===== src/assert_macros.svh =====
// Assertion helpers shared by the RTL. Empty in synthesis builds.
`ifndef ASSERT_MACROS_SVH
`define ASSERT_MACROS_SVH
`ifndef SYNTHESIS
// prop must hold at every rising clock edge outside reset
`define ASSERT_AT(lbl, clk, rst_n, prop, msg) \
    lbl: assert property (@(posedge clk) disable iff (!rst_n) (prop)) else $error(msg);
// expr must never be true outside reset
`define ASSERT_NEVER(lbl, clk, rst_n, expr, msg) \
    lbl: assert property (@(posedge clk) disable iff (!rst_n) !(expr)) else $error(msg);
`else
`define ASSERT_AT(lbl, clk, rst_n, prop, msg)
`define ASSERT_NEVER(lbl, clk, rst_n, expr, msg)
`endif
`endif


===== src/bmf_pkg.sv =====
package bmf_pkg;

    // pixel counters
    localparam int MAX_PIXELS = 4194304;
    localparam int CNT_W      = $clog2(MAX_PIXELS + 1);
    localparam logic [CNT_W-1:0] CNT_MAX = CNT_W'(MAX_PIXELS);

    // mask pixel codes
    localparam logic [7:0] PIX_FG = 8'd0;
    localparam logic [7:0] PIX_BG = 8'd255;

    // score and total formats
    localparam int Q_W    = 17;                 // quotient / image_f1 width
    localparam int DEN_W  = CNT_W + 2;          // 2tp + fp + fn
    localparam int NUM_W  = CNT_W + Q_W;        // 2tp * 2^16 + den/2
    localparam int STEP_W = $clog2(Q_W);
    localparam int SUM_W  = 19;

    localparam int  MAX_IMAGES   = 4;
    localparam longint SUM_RAW   = longint'(MAX_IMAGES) * 65536;
    localparam longint SUM_CAP   = (1 << SUM_W) - 1;
    localparam logic [SUM_W-1:0] SUM_MAX =
        SUM_W'((SUM_RAW > SUM_CAP) ? SUM_CAP : SUM_RAW);
    localparam logic [SUM_W-1:0] INVALID_TOTAL = SUM_W'(655);

    // image job queue
    localparam int QDEPTH = 4;
    localparam int QPTR_W = $clog2(QDEPTH);

    // pixel classification
    typedef enum logic [2:0] {
        PX_NONE,
        PX_TP,
        PX_FP,
        PX_FN,
        PX_BAD
    } px_class_t;

    // one finished image handed from front to back
    typedef struct packed {
        logic [CNT_W-1:0] tp;
        logic [CNT_W-1:0] fp;
        logic [CNT_W-1:0] fn;
        logic             invalid;
        logic             last_grp;
    } job_t;

    typedef struct packed {
        logic full;
        logic empty;
    } q_stat_t;

    // back end sequencer
    typedef enum logic [2:0] {
        BK_IDLE,
        BK_PREP,
        BK_SETUP,
        BK_DIV,
        BK_DONE
    } bk_state_t;

endpackage


===== src/binary_mask_f1_score_unit.sv =====
// Binary mask F1 scoring unit.
// Throughput: one pixel word per cycle; the front stalls only when four finished
// images wait in the job queue. The divider works on one image at a time.
// The last pixel of an image leads to its score word through queue, setup, 17 divider
// steps and total update; the word is handed on once the output is free.
// Reset (aresetn, synchronous, active low) clears all counts, the total and the queue.
module binary_mask_f1_score_unit import bmf_pkg::*; (
    input  logic        aclk,
    input  logic        aresetn,
    input  logic        s_tvalid,
    output logic        s_tready,
    input  logic [15:0] s_tdata,   // [7:0] pred_pixel, [15:8] target_pixel
    input  logic        s_tlast,   // last_in_image
    input  logic        s_tuser,   // [0] last_in_group
    output logic        m_tvalid,
    input  logic        m_tready,
    output logic [39:0] m_tdata,   // [16:0] image_f1, [35:17] group_total, zero fill
    output logic        m_tlast,   // group_done
    output logic        m_tuser    // [0] group_invalid
);

    q_stat_t          q_stat;
    logic             q_push, q_pop;
    job_t             push_job, head_job;
    logic [Q_W-1:0]   image_f1;
    logic [SUM_W-1:0] group_total;

    bmf_front u_front (
        .aclk          (aclk),
        .aresetn       (aresetn),
        .px_valid      (s_tvalid),
        .px_ready      (s_tready),
        .pred_pixel    (s_tdata[7:0]),
        .target_pixel  (s_tdata[15:8]),
        .last_in_image (s_tlast),
        .last_in_group (s_tuser),
        .q_stat        (q_stat),
        .q_push        (q_push),
        .q_job         (push_job)
    );

    bmf_queue u_queue (
        .aclk     (aclk),
        .aresetn  (aresetn),
        .push     (q_push),
        .push_job (push_job),
        .pop      (q_pop),
        .head_job (head_job),
        .stat     (q_stat)
    );

    bmf_back u_back (
        .aclk          (aclk),
        .aresetn       (aresetn),
        .q_stat        (q_stat),
        .head_job      (head_job),
        .q_pop         (q_pop),
        .res_valid     (m_tvalid),
        .res_ready     (m_tready),
        .image_f1      (image_f1),
        .group_total   (group_total),
        .group_invalid (m_tuser),
        .group_done    (m_tlast)
    );

    assign m_tdata = {4'b0, group_total, image_f1};

endmodule


===== src/bmf_front.sv =====
// Pixel front end: classifies each pixel pair, keeps the saturating counts and
// the group invalid flag, and hands each finished image to the job queue.
module bmf_front import bmf_pkg::*; (
    input  logic       aclk,
    input  logic       aresetn,
    input  logic       px_valid,
    output logic       px_ready,
    input  logic [7:0] pred_pixel,
    input  logic [7:0] target_pixel,
    input  logic       last_in_image,
    input  logic       last_in_group,
    input  q_stat_t    q_stat,
    output logic       q_push,
    output job_t       q_job
);

    logic [CNT_W-1:0] tp_reg, fp_reg, fn_reg;
    logic [CNT_W-1:0] tp_next, fp_next, fn_next;
    logic             inv_reg, inv_next;
    logic [CNT_W-1:0] tp_inc, fp_inc, fn_inc;
    logic             inv_now;
    logic             take;
    px_class_t        px_class;

    assign px_ready = !q_stat.full;
    assign take     = px_valid && px_ready;

    // pixel decoder
    always_comb begin
        if (pred_pixel != PIX_FG && pred_pixel != PIX_BG) begin
            px_class = PX_BAD;
        end else if (pred_pixel == PIX_FG && target_pixel == PIX_FG) begin
            px_class = PX_TP;
        end else if (pred_pixel == PIX_FG && target_pixel == PIX_BG) begin
            px_class = PX_FP;
        end else if (pred_pixel == PIX_BG && target_pixel == PIX_FG) begin
            px_class = PX_FN;
        end else begin
            px_class = PX_NONE;
        end
    end

    // counts including the current pixel
    always_comb begin
        tp_inc  = tp_reg;
        fp_inc  = fp_reg;
        fn_inc  = fn_reg;
        inv_now = inv_reg;
        unique case (px_class)
            PX_TP:   tp_inc  = (tp_reg < CNT_MAX) ? tp_reg + 1'b1 : CNT_MAX;
            PX_FP:   fp_inc  = (fp_reg < CNT_MAX) ? fp_reg + 1'b1 : CNT_MAX;
            PX_FN:   fn_inc  = (fn_reg < CNT_MAX) ? fn_reg + 1'b1 : CNT_MAX;
            PX_BAD:  inv_now = 1'b1;
            default: ;
        endcase
    end

    // counters clear at image end, flag at group end
    always_comb begin
        tp_next  = tp_reg;
        fp_next  = fp_reg;
        fn_next  = fn_reg;
        inv_next = inv_reg;
        if (take) begin
            tp_next  = last_in_image ? '0 : tp_inc;
            fp_next  = last_in_image ? '0 : fp_inc;
            fn_next  = last_in_image ? '0 : fn_inc;
            inv_next = (last_in_image && last_in_group) ? 1'b0 : inv_now;
        end
    end

    always_ff @(posedge aclk) begin
        if (!aresetn) begin
            tp_reg  <= '0;
            fp_reg  <= '0;
            fn_reg  <= '0;
            inv_reg <= 1'b0;
        end else begin
            tp_reg  <= tp_next;
            fp_reg  <= fp_next;
            fn_reg  <= fn_next;
            inv_reg <= inv_next;
        end
    end

    assign q_push         = take && last_in_image;
    assign q_job.tp       = tp_inc;
    assign q_job.fp       = fp_inc;
    assign q_job.fn       = fn_inc;
    assign q_job.invalid  = inv_now;
    assign q_job.last_grp = last_in_group;

endmodule


===== src/bmf_queue.sv =====
`include "assert_macros.svh"
// Small job queue between pixel front end and score back end.
module bmf_queue import bmf_pkg::*; (
    input  logic    aclk,
    input  logic    aresetn,
    input  logic    push,
    input  job_t    push_job,
    input  logic    pop,
    output job_t    head_job,
    output q_stat_t stat
);

    job_t              slot_reg [QDEPTH];
    logic [QPTR_W-1:0] wr_reg, wr_next;
    logic [QPTR_W-1:0] rd_reg, rd_next;
    logic [QPTR_W:0]   cnt_reg, cnt_next;

    assign stat.full  = (cnt_reg == (QPTR_W+1)'(QDEPTH));
    assign stat.empty = (cnt_reg == '0);
    assign head_job   = slot_reg[rd_reg];

    // pointer and fill bookkeeping
    always_comb begin
        wr_next  = push ? wr_reg + 1'b1 : wr_reg;
        rd_next  = pop  ? rd_reg + 1'b1 : rd_reg;
        cnt_next = cnt_reg;
        if (push && !pop) begin
            cnt_next = cnt_reg + 1'b1;
        end else if (pop && !push) begin
            cnt_next = cnt_reg - 1'b1;
        end
    end

    always_ff @(posedge aclk) begin
        if (!aresetn) begin
            wr_reg  <= '0;
            rd_reg  <= '0;
            cnt_reg <= '0;
        end else begin
            wr_reg  <= wr_next;
            rd_reg  <= rd_next;
            cnt_reg <= cnt_next;
        end
    end

    // job storage
    always_ff @(posedge aclk) begin
        if (push) begin
            slot_reg[wr_reg] <= push_job;
        end
    end

    `ASSERT_NEVER(a_no_overflow, aclk, aresetn, push && stat.full, "queue push while full")
    `ASSERT_NEVER(a_no_underflow, aclk, aresetn, pop && stat.empty, "queue pop while empty")

endmodule


===== src/bmf_back.sv =====
`include "assert_macros.svh"
// Score back end: computes F1 of one image with a radix-2 restoring divider,
// updates the saturating group total and holds the result word.
module bmf_back import bmf_pkg::*; (
    input  logic                aclk,
    input  logic                aresetn,
    input  q_stat_t             q_stat,
    input  job_t                head_job,
    output logic                q_pop,
    output logic                res_valid,
    input  logic                res_ready,
    output logic [Q_W-1:0]      image_f1,
    output logic [SUM_W-1:0]    group_total,
    output logic                group_invalid,
    output logic                group_done
);

    bk_state_t          state_reg, state_next;
    job_t               job_reg;
    logic [DEN_W-1:0]   den_reg;
    logic [DEN_W-1:0]   rem_reg, rem_next;
    logic [Q_W-1:0]     quo_reg, quo_next;
    logic [STEP_W-1:0]  step_reg;
    logic [SUM_W-1:0]   sum_reg;
    logic               out_valid_reg;
    logic [Q_W-1:0]     f1_reg;
    logic [SUM_W-1:0]   total_reg;
    logic               inv_reg;
    logic               done_reg;

    logic               out_free;
    logic               ld_den, ld_num, div_en, commit;
    logic [NUM_W-1:0]   num;
    logic [DEN_W:0]     trial, diff;
    logic               ge;
    logic [Q_W-1:0]     f1_val;
    logic [SUM_W:0]     sum_wide;
    logic [SUM_W-1:0]   sum_sat;

    assign out_free = !out_valid_reg || res_ready;

    // sequencer next state
    always_comb begin
        state_next = state_reg;
        unique case (state_reg)
            BK_IDLE:  if (!q_stat.empty) state_next = BK_PREP;
            BK_PREP:  state_next = BK_SETUP;
            BK_SETUP: state_next = BK_DIV;
            BK_DIV:   if (step_reg == STEP_W'(Q_W - 1)) state_next = BK_DONE;
            BK_DONE:  if (out_free) state_next = BK_IDLE;
            default:  state_next = BK_IDLE;
        endcase
    end

    // sequencer outputs
    always_comb begin
        q_pop  = 1'b0;
        ld_den = 1'b0;
        ld_num = 1'b0;
        div_en = 1'b0;
        commit = 1'b0;
        unique case (state_reg)
            BK_IDLE:  q_pop  = !q_stat.empty;
            BK_PREP:  ld_den = 1'b1;
            BK_SETUP: ld_num = 1'b1;
            BK_DIV:   div_en = 1'b1;
            BK_DONE:  commit = out_free;
            default:  ;
        endcase
    end

    // numerator with round-half-up bias
    assign num = {job_reg.tp, Q_W'(0)} + NUM_W'(den_reg >> 1);

    // one quotient bit per cycle
    assign trial = {rem_reg, quo_reg[Q_W-1]};
    assign diff  = trial - {1'b0, den_reg};
    assign ge    = (trial >= {1'b0, den_reg});

    always_comb begin
        rem_next = rem_reg;
        quo_next = quo_reg;
        if (ld_num) begin
            rem_next = DEN_W'(num[NUM_W-1:Q_W]);
            quo_next = num[Q_W-1:0];
        end else if (div_en) begin
            rem_next = ge ? diff[DEN_W-1:0] : trial[DEN_W-1:0];
            quo_next = {quo_reg[Q_W-2:0], ge};
        end
    end

    // score and saturating total
    assign f1_val   = job_reg.invalid ? '0 : quo_reg;
    assign sum_wide = {1'b0, sum_reg} + (SUM_W+1)'(f1_val);
    assign sum_sat  = (sum_wide > {1'b0, SUM_MAX}) ? SUM_MAX : sum_wide[SUM_W-1:0];

    // datapath registers
    always_ff @(posedge aclk) begin
        if (q_pop) begin
            job_reg.tp       <= (head_job.tp == '0) ? CNT_W'(1) : head_job.tp;
            job_reg.fp       <= (head_job.fp == '0) ? CNT_W'(1) : head_job.fp;
            job_reg.fn       <= (head_job.fn == '0) ? CNT_W'(1) : head_job.fn;
            job_reg.invalid  <= head_job.invalid;
            job_reg.last_grp <= head_job.last_grp;
        end
        if (ld_den) begin
            den_reg <= DEN_W'({job_reg.tp, 1'b0}) + DEN_W'(job_reg.fp)
                       + DEN_W'(job_reg.fn);
        end
        rem_reg <= rem_next;
        quo_reg <= quo_next;
        if (commit) begin
            f1_reg    <= f1_val;
            total_reg <= job_reg.invalid ? INVALID_TOTAL : sum_sat;
            inv_reg   <= job_reg.invalid;
            done_reg  <= job_reg.last_grp;
        end
    end

    // control registers
    always_ff @(posedge aclk) begin
        if (!aresetn) begin
            state_reg     <= BK_IDLE;
            step_reg      <= '0;
            sum_reg       <= '0;
            out_valid_reg <= 1'b0;
        end else begin
            state_reg <= state_next;
            step_reg  <= div_en ? step_reg + 1'b1 : '0;
            if (commit) begin
                sum_reg <= job_reg.last_grp ? '0 : sum_sat;
            end
            if (commit) begin
                out_valid_reg <= 1'b1;
            end else if (res_ready) begin
                out_valid_reg <= 1'b0;
            end
        end
    end

    assign res_valid     = out_valid_reg;
    assign image_f1      = f1_reg;
    assign group_total   = total_reg;
    assign group_invalid = inv_reg;
    assign group_done    = done_reg;

    `ASSERT_AT(a_rem_below_den, aclk, aresetn,
        (state_reg != BK_DIV) || (rem_reg < den_reg), "divider remainder not below divisor")
    `ASSERT_AT(a_sum_capped, aclk, aresetn, sum_reg <= SUM_MAX, "group total above cap")
    `ASSERT_AT(a_invalid_zero, aclk, aresetn,
        !(out_valid_reg && inv_reg) || (f1_reg == '0 && total_reg == INVALID_TOTAL),
        "invalid group result not forced")

endmodule


===== config.mk =====
export PLATFORM = sky130hd
export DESIGN_NAME = binary_mask_f1_score_unit
export DESIGN_NICKNAME = d
export VERILOG_FILES = /design/src/bmf_pkg.sv /design/src/binary_mask_f1_score_unit.sv /design/src/bmf_front.sv /design/src/bmf_queue.sv /design/src/bmf_back.sv
export VERILOG_INCLUDE_DIRS = /design/src /design/src/src
export SDC_FILE = /design/constraint.sdc
export NUM_CORES = 1
export LEC_CHECK = 0
export BUFFER_PORTS_ARGS = -buffer_cell sky130_fd_sc_hd__buf_2
export CORE_ASPECT_RATIO = 0.7
export CORE_MARGIN = 1
export CORE_UTILIZATION = 45
export CTS_CLUSTER_SIZE = 8
export DETAILED_ROUTE_END_ITERATION = 8
export SYNTH_ARGS = -nofsm -noshare
export SYNTH_HDL_FRONTEND = slang
export SYNTH_SLANG_ARGS = --single-unit

===== constraint.sdc =====
create_clock -name aclk -period 9.7 [get_ports aclk]
set_input_delay 0 -clock aclk [delete_from_list [all_inputs] [get_ports aclk]]
set_output_delay 0 -clock aclk [all_outputs]
set_load 0.1 [all_outputs]

# Word-level counts from Yosys, hierarchy flattened
# Memory sizes are Yosys's and may differ from the RTL's. A register that Yosys moved wholly into a read port is not among the register bits.
# Index checks and enable logic that the tools add are counted.
# classes
addsub,13
mul,0
div_mod_pow,0
order_cmp,5
n_eq_ne,16
shift,0
mux,40
bitwise_logic,0
n_reduce_logical,28
# op_table
op,n
$mux W23,11
$add A23 B1 Y23 const B,3
$logic_not A23 Y1,3
$lt A23 B23 Y1 const B,3
$mux W17,3
$add A40 B24 Y40,1
$mux W19,2
$ge A26 B25 Y1,1
$add A24 B23 Y25,1
$add A25 B23 Y25,1
$mux W25,1
$sub A25 B25 Y25,1
$mux W3,8
$add A19 B17 Y20,1
$gt A20 B19 Y1 const B,1
$eq A8 B8 Y1 const B,2
$logic_not A8 Y1,2
$pmux W3 S5,1
$eq A3 B2 Y1 const B,4
$mux W1,11
$eq A3 B3 Y1 const B,3
$logic_and A1 B1 Y1,9
$ne A8 B8 Y1 const B,1
$reduce_bool A8 Y1,1
other kinds (15),27
# totals
reg_bits,281
latchBits,0
ram_bits,284
rom_bits,0
input_bits,22
word_cells,127
mem_count,1
# memory_table
name,depth,width,read_ports,rd_ports_with_merged_regs,wr,line_no,text
u_queue.slot_reg,4,71,1,1,1,bmf_queue.sv:13,job_t slot_reg [QDEPTH];

# Longest topological paths before layout
# Gate-level depths: netlist (run 1).
# depth
ltp_word,9
ltp_mapped,14
mapped_depth_nobuf,13

# Modules after synthesis
# From an unflattened synthesis (run 1), not the netlist that was laid out.
# unflattened
hier_cells,2289
area_unflattened_um2,28160.8
# by_module_without_submodules
module,n_inst,cells_per_inst,area_per_inst_um2
bmf_back,1,1125,11962.7
bmf_queue,1,414,10766.6
bmf_front,1,745,5397.7
binary_mask_f1_score_unit,1,5,33.8

# Worst setup path before layout (run 1)
# No wires, ideal clock.
# synth_timing
kind,register to register
from,register u_back.state_reg[0]
to,register u_queue.cnt_reg[2]
arrival_ns,8.997
path_slack_ns,0.628
stages_incl_launch_ff,10
n_path_buf,1
period_less_slack_ns,9.072
path_cell_list,dfxtp_1 > clkbuf_1 > nor4_1 > inv_1 > ha_1 > inv_1 > fa_1 > xor2_1 > or3_1 > a21boi_0
# synth_between
elab_chain_len,5
elab_cells_between_ends,7
classes_between,mux (2); reduce/logical (5)
# synth_rtl
item,line_no,text
"start, declared",bmf_back.sv:18,"bk_state_t state_reg, state_next;"
"start signal, assigned",bmf_back.sv:128,state_reg <= state_next;
$logic_not A3 Y1 *,bmf_back.sv:62,unique case (state_reg)
$mux W1 *,bmf_back.sv:62,
named net q_pop,binary_mask_f1_score_unit.sv:23,"logic q_push, q_pop;"
$logic_not A1 Y1,bmf_queue.sv:27,if (push && !pop) begin
$logic_and A1 B1 Y1,bmf_queue.sv:27,
$mux W3 or $reduce_bool A2 Y1 (tied branches),n/a,
"end signal, assigned",bmf_queue.sv:42,cnt_reg <= cnt_next;
"end, declared",bmf_queue.sv:16,"logic [QPTR_W:0] cnt_reg, cnt_next;"
# The timed path passes the listed nets; every way through them passes the cells marked *.
# A chain may end at the register's enable or synchronous reset.

# Final worst setup path (run 1)
# layout_timing
from,register u_back.job_reg[1] (netlist bit)
to,register u_back.sum_reg[5]
# layout_between
elab_chain_len,5
# layout_rtl
item,line_no,text
"start, declared",bmf_back.sv:19,job_t job_reg;
$mux W17 *,bmf_back.sv:93,assign f1_val = job_reg.invalid ? '0 : quo_reg;
named net u_back.f1_val[1],bmf_back.sv:36,logic [Q_W-1:0] f1_val;
$add A19 B17 Y20 *,bmf_back.sv:94,"assign sum_wide = {1'b0, sum_reg} + (SUM_W+1)'(f1_val);"
$gt A20 B19 Y1,bmf_back.sv:95,"assign sum_sat = (sum_wide > {1'b0, SUM_MAX}) ? SUM_MAX : sum_wide[SUM_W-1:0];"
$mux W19 *,bmf_back.sv:95,
$mux W19 *,bmf_back.sv:131,sum_reg <= job_reg.last_grp ? '0 : sum_sat;
"end signal, assigned",bmf_back.sv:131,
"end, declared",bmf_back.sv:24,logic [SUM_W-1:0] sum_reg;
# Marks and branches as above.

==> results by group, run 1 <==
Setup path
  • Buf/Inv on CP: 0
  • Cell family with most CP delay: compound AO/OA/AOI/OAI gates
  • CP required: 10.14 ns
  • Crit end category: flop
  • Worst R2R Start: u_back.job_reg[1]$_DFFE_PP_
  • WP data arrival: 5.34 ns
  • R2R Setup Slk: 4.81 ns
  • Worst-path cell chain: nor2b_1 > ha_1 > a211oi_1 > o21ai_1 > a41oi_2 > o221ai_1 > a21oi_1 > nor2_1 > nor4b_4 > o31ai_1 > o21ai_0
  • Worst R2R End: u_back.sum_reg[5]$_SDFFE_PN0P_
  • Crit path launch type: flop
  • Crit path kind: reg -> reg
  • Worst reg-to-reg path cell count: 11
  • Max FO, Critical Path: 26
  • CP max stage delay: 0.98 ns
  • Slowest CP cell: edfxtp_1

Yosys
  • Ys flop type: edfxtp_1
  • Synth unique cells: 82
  • Top-area cell type share of the netlist area: 0.5123
  • Syn Inst Count: 2047
  • Post-synth ARST share: 0
  • Synth area leader: edfxtp_1
  • Post-Syn Area: 26850 um2
  • Post-synth EDFFs: 458
  • Largest cells by area after synthesis: edfxtp_1, dfxtp_1, mux4_2, ha_1, xnor2_1
  • Synth warn: 0
  • Syn avg cell area: 13.12 um2
  • Register area share after synthesis: 0.5936
  • Number of synthesized register bits: 567

Clock network
  • Longest Clk Path Bufs: 3
  • Clock root buffer: clkbuf_16
  • Sink Count: 567
  • Post-CTS sizing: 0
  • TritonCTS buffer count: 80
  • Clk_lat worst skew: 0.62 ns
  • Reg clk slew, reported paths: 0.05 ns
  • CTS tree: yes
  • Htree depth: 3

Placement
  • RePlAce Congestion: 0.8686
  • Dpl hpwl: 45420 um
  • DP Cell Count: 2858
  • Buffers on Ports: 61

Flow run
  • MaxCap Viol Count: 0

Global route
  • Total gr overflow: 0
  • Largest net degree at the start of global routing: 71
  • All-Layer GR Usage: 0.2181
  • First-pass GRT wire length: 99090 um
  • Vias in the first global route: 16270
  • Initial antenna violation count: 0

STA
  • Final Critical Period: 4.893 ns
  • Clk_skew: 0.03261 ns
  • Worst-margin pin slew: 1.140 ns
  • Final setup vio count: 0
  • Rel. slew slack: 0.2373
  • Final-report hold violation count: 0
  • Fmax: 204.4 MHz
  • Final number of max-transition violations: 0
  • Fin Setup TNS: 0 ns
  • RSZ-0062 raised after global routing: false
  • Crit share post-route: 0.5044

Finish
  • Storage cell area: 15940 um2
  • N_diodes: 0
  • Net count, final: 2282
  • Most frequent cells in the layout: edfxtp_1, nand2_1, nor2_1
  • Syn-to-layout area delta: 13.72%
  • Fin util: 0.5209
  • Most common cell after layout, fill and taps aside: edfxtp_1
  • Multi-input logic area: 10390 um2
  • Non-Filler Instances: 3005
  • Layout fillers: 4929
  • Layout cells sized above 1: 0.1296
  • Max FFs per register: 284

Routing
  • Iteration-0 DRC Markers: 1529
  • Routed WL per cell: 21.84 um
  • Remaining antenna violation count after routing: 0
  • Drt total wl: 65630 um
  • DRT Pass-1 Iters: 5
  • # DRC: 0
  • Via Count: 17090
  • Drt via density: 5.686

Worst hold path
  • Hold path depth: 4
  • Tightest Hold Check Type: in -> reg
  • Hold path endpoint: u_queue.slot_reg[1][1]$_DFFE_PP_
  • Hold Startpoint: s_tdata[1]

Power and ir drop
  • VDD IR max: 0.0001859 V
  • LEAKAGE: 10.99 nW
  • Pwr Density: 332.4 nW/um2

Floorplan
  • Die area: 60660 um2
  • Row cnt: 74
  • DIE HEIGHT: 206.4 um
  • Starting Density: 0.4581
  • Die Wd: 293.9 um
  • Core Area: 58610 um2
  • I/O Pins: 66

Run status
  • Status: completed
cell families after synthesis:
group	synth area share
mux	0.07783
simple gates	0.1168
fa+ha+maj	0.05882
buf+inv	0.02209
compound gates	0.09288
other cells	0.0001397
flops	0.5936
xor+xnor	0.03784
timing repair:
item | in CTS | in global routing
hold buffers | 8 | 0
buffers inserted | 0 | 0
hold endpoints to repair | 19 | 0
worst max-delay path by stage:
stage | from | to | depth (start not counted) | slack, ns
floorplan | u_back.state_reg[0]$_SDFFE_PN0P_ | u_queue.cnt_reg[2]$_SDFFE_PN0P_ | 9 | 0.63
global placement | u_back.job_reg[1]$_DFFE_PP_ | u_back.sum_reg[10]$_SDFFE_PN0P_ | 11 | 5.00
detailed placement | u_back.job_reg[1]$_DFFE_PP_ | u_back.sum_reg[5]$_SDFFE_PN0P_ | 11 | 4.94
CTS | u_back.job_reg[1]$_DFFE_PP_ | u_back.sum_reg[5]$_SDFFE_PN0P_ | 11 | 4.90
global route | u_back.job_reg[1]$_DFFE_PP_ | u_back.sum_reg[5]$_SDFFE_PN0P_ | 11 | 4.47
finish | u_back.job_reg[1]$_DFFE_PP_ | u_back.sum_reg[5]$_SDFFE_PN0P_ | 11 | 4.81
metrics by stage:
stage | cell area, um2 | power, mW | hold slack [ns] | setup slack, ns
3_5_place_dp | 28080 | 7.547 | 0.2681 | 4.942
3_3_place_gp | 28080 | 7.459 | 0.2658 | 5.003
2_1_floorplan | 26860 | 6.504 | 0.09887 | 0.6277
5_1_grt | 30530 | 10.75 | 0.08494 | 4.465
6_report | 30530 | 10.15 | 0.1095 | 4.807
4_1_cts | 30530 | 10.20 | 0.06300 | 4.904
Yosys cell counts, drive strengths merged, types with 27 or more instances:
master,number
ha,83
nand4,31
xor2,53
fa,27
nor2b,81
nor2,134
o21ai,97
xnor2,63
and3,34
a22oi,39
nor3,49
a21o,34
nand3,39
a21oi,81
edfxtp,458
dfxtp,109
nand2,141
mux2i,40
clkbuf,53
inv,76
mux4,71
where the power goes:
part / leakage (nW) / switching (mW) / total, mW / internal (mW)
sequential: 5.33 / 0.330 / 3.59 / 3.26
clock: 1.12 / 1.04 / 2.62 / 1.58
combinational: 4.53 / 2.26 / 3.94 / 1.68
total: 11.0 / 3.63 / 10.1 / 6.51
area by class of cell:
type | count | area share
Sequential cell | 567 | 0.5222
Multi-Input combinational cell | 1335 | 0.3402
Clock buffer | 134 | 0.07360
Tap cell | 798 | 0.03270
Timing Repair Buffer | 90 | 0.01779
Inverter | 76 | 0.009344
Clock inverter | 5 | 0.004139
worst min-delay path: stages:
cell and delay (ns):
buf_2 0.11, nand4_1 0.05, or2_2 0.18, a21o_1 0.25
per-layer routing:
layer	vias to the layer above	global-route usage	routed length [um]
met3	82	0.04291	4422
met2	500	0.3028	27150
li1	7965	-	-
met4	0	0.04892	1060
met5	-	0	0
met1	8538	0.3467	33000
(Power assumes the default switching activity.)
==> inputs of run 2 (changes only) <==
Clock period 9.7 ns to 3.9 ns, I/O delays scaled along.
==> results by group, run 2 (synthesis gave the netlist of run 1 again) <==
Run status
  • Status: completed (unchanged)

Routing
  • Drt total wl: 67570 um (was 65630 um)
  • Drt via density: 5.656 (was 5.686)
  • Remaining antenna violation count after routing: 0 (unchanged)
  • # DRC: 0 (unchanged)
  • DRT Pass-1 Iters: 5 (unchanged)
  • Iteration-0 DRC Markers: 1406 (was 1529)
  • Via Count: 17380 (was 17090)
  • Routed WL per cell: 21.99 um (was 21.84 um)

Finish
  • Max FFs per register: 284 (unchanged)
  • Most common cell after layout, fill and taps aside: edfxtp_1 (unchanged)
  • Post-route cell area: 31310 um2 (was 30530 um2)
  • Most frequent cells in the layout: edfxtp_1, nand2_1, nor2_1 (unchanged)
  • Net count, final: 2344 (was 2282)
  • Layout cells sized above 1: 0.1681 (was 0.1296)
  • Syn-to-layout area delta: 16.63% (was 13.72%)

Global route
  • Largest net degree at the start of global routing: 74 (was 71)
  • Initial antenna violation count: 6 (was 0)
  • All-Layer GR Usage: 0.2245 (was 0.2181)
  • Total gr overflow: 0 (unchanged)
  • Vias in the first global route: 16520 (was 16270)
  • First-pass GRT wire length: 101000 um (was 99090 um)

Power and ir drop
  • VDD IR max: 0.0004484 V (was 0.0001859 V)
  • Pwr Density: 824.1 nW/um2 (was 332.4 nW/um2)
  • Tot Pwr: 25.80 mW (was 10.15 mW)
  • LEAKAGE: 11.34 nW (was 10.99 nW)

Clock network
  • CTS tree: yes (unchanged)
  • Reg clk slew, reported paths: 0.05 ns (about the same)
  • Clk_lat worst skew: 0.64 ns (was 0.62 ns)
  • TritonCTS buffer count: 81 (was 80)
  • Sink Count: 567 (unchanged)
  • Longest Clk Path Bufs: 3 (unchanged)
  • Clock root buffer: clkbuf_16 (unchanged)
  • Htree depth: 3 (unchanged)

STA
  • Fmax: 262.5 MHz (was 204.4 MHz)
  • Final Critical Period: 3.809 ns (was 4.893 ns)
  • Worst-margin pin slew: 1.100 ns (was 1.140 ns)
  • Crit share post-route: 0.9768 (was 0.5044)
  • Final number of max-transition violations: 0 (unchanged)
  • Final setup vio count: 0 (unchanged)
  • RSZ-0062 raised after global routing: true (was false)
  • Final-report hold violation count: 0 (unchanged)
  • Rel. slew slack: 0.2628 (was 0.2373)
  • Clk_skew: 0.02982 ns (was 0.03261 ns)
  • Final setup margin: 0.09054 ns (was 4.807 ns)

Floorplan
  • Starting Density: 0.4581 (unchanged)
  • Die area: 60660 um2 (unchanged)
  • DIE HEIGHT: 206.4 um (unchanged)
  • I/O Pins: 66 (unchanged)
  • Core Area: 58610 um2 (unchanged)
  • Die Wd: 293.9 um (unchanged)
  • Row cnt: 74 (unchanged)

Placement
  • Dpl hpwl: 48170 um (was 45420 um)
  • Pre-CTS setup slack: 0.02596 ns (was 4.942 ns)
  • Buffers on Ports: 61 (unchanged)
  • RePlAce Congestion: 0.8788 (was 0.8686)
  • Placed instance area: 28560 um2 (was 28080 um2)

Setup path
  • Crit path kind: reg -> reg (unchanged)
  • CP required: 4.38 ns (was 10.14 ns)
  • Max FO, Critical Path: 6 (was 26)
  • Crit path launch type: flop (unchanged)
  • WP data arrival: 4.29 ns (was 5.34 ns)
  • Crit end category: flop (unchanged)

Flow run
  • MaxCap Viol Count: 0 (unchanged)

Worst hold path
  • Tightest Hold Check Type: in -> reg (unchanged)
-- run 2: cell types whose count changed in the layout (fill, tap and decap cells not counted), moves of 3 or more --
cell     previous run  this run
diode_2             0         3
ha_2                0         6
a21oi_1            81        78
ha_1               83        73
nor2b_2             0         7
buf_4              21        73
nor2b_1            81        72
buf_12              0         7
ha_4                0         4
-- run 2: path summary, 6_finish.rpt --
path / from / depth (start not counted) / slack, ns / endpoint
min reg2reg: u_back.step_reg[0]$_SDFF_PN0_ / 1 / 0.47 / u_back.step_reg[0]$_SDFF_PN0_
max: u_back.job_reg[1]$_DFFE_PP_ / 15 / 0.09 / u_back.group_total[5]$_SDFFCE_PP0P_
min: s_tdata[6] / 5 / 0.13 / u_queue.slot_reg[1][25]$_DFFE_PP_
max reg2reg: u_back.job_reg[1]$_DFFE_PP_ / 15 / 0.09 / u_back.group_total[5]$_SDFFCE_PP0P_
-- run 2: report_power, final --
part / internal, mW / switching (mW)
combinational: 4.44 / 5.96
clock: 3.96 / 2.62
sequential: 8.10 / 0.733
total: 16.5 / 9.31
-- run 2: area by class of cell --
class	count	area (um2)
Antenna cell	3	7.507
Clock buffer	136	2265
Clock inverter	7	126.4
Fill cell	4886	27300
Inverter	76	285.3
Multi-Input combinational cell	1336	10610
Sequential cell	567	15940
Tap cell	798	998.5
Timing Repair Buffer	150	1081
-- run 2: timing repair --
item,in CTS,in global routing
pin swaps,0,19
gates cloned,0,2
buffers inserted,0,10
setup endpoints to repair,1,33
hold endpoints to repair,35,0
hold buffers,6,0
gates resized for setup,1,43
-- run 2: per-layer routing --
layer	vias to the layer above	GRT usage	part of all wire
met1	8672	0.3535	0.51
met5	-	0	0
li1	8097	-	-
met4	0	0.05264	0.016
met3	90	0.04732	0.063
met2	523	0.3120	0.41
-- run 2: worst max-delay path: stages, from the launching register on --
cell and delay, ns:
edfxtp_1 0.38, buf_4 0.14, nor2b_4 0.04, ha_4 0.16
fa_2 0.40, a211o_1 0.35, a31oi_4 0.28, xor2_1 0.20
and2_1 0.16, nand4_1 0.14, or4_4 0.56, nor4b_4 0.33
buf_4 0.20, o31ai_4 0.09, buf_12 0.16, nor2_1 0.08
-- run 2: through the flow --
stage	hold slack (ns)	instances	TNS [ns]	utilization
final	0.1314	3073	0	0.5342
after global routing	0.1424	3070	-0.1778	0.5341
after CTS	0.07381	3058	0	0.5292
after detailed placement	0.2854	2909	0	0.4872
after global placement	0.2765	2909	0	0.4872
after floorplan	0.09887	2050	-0.3767	-
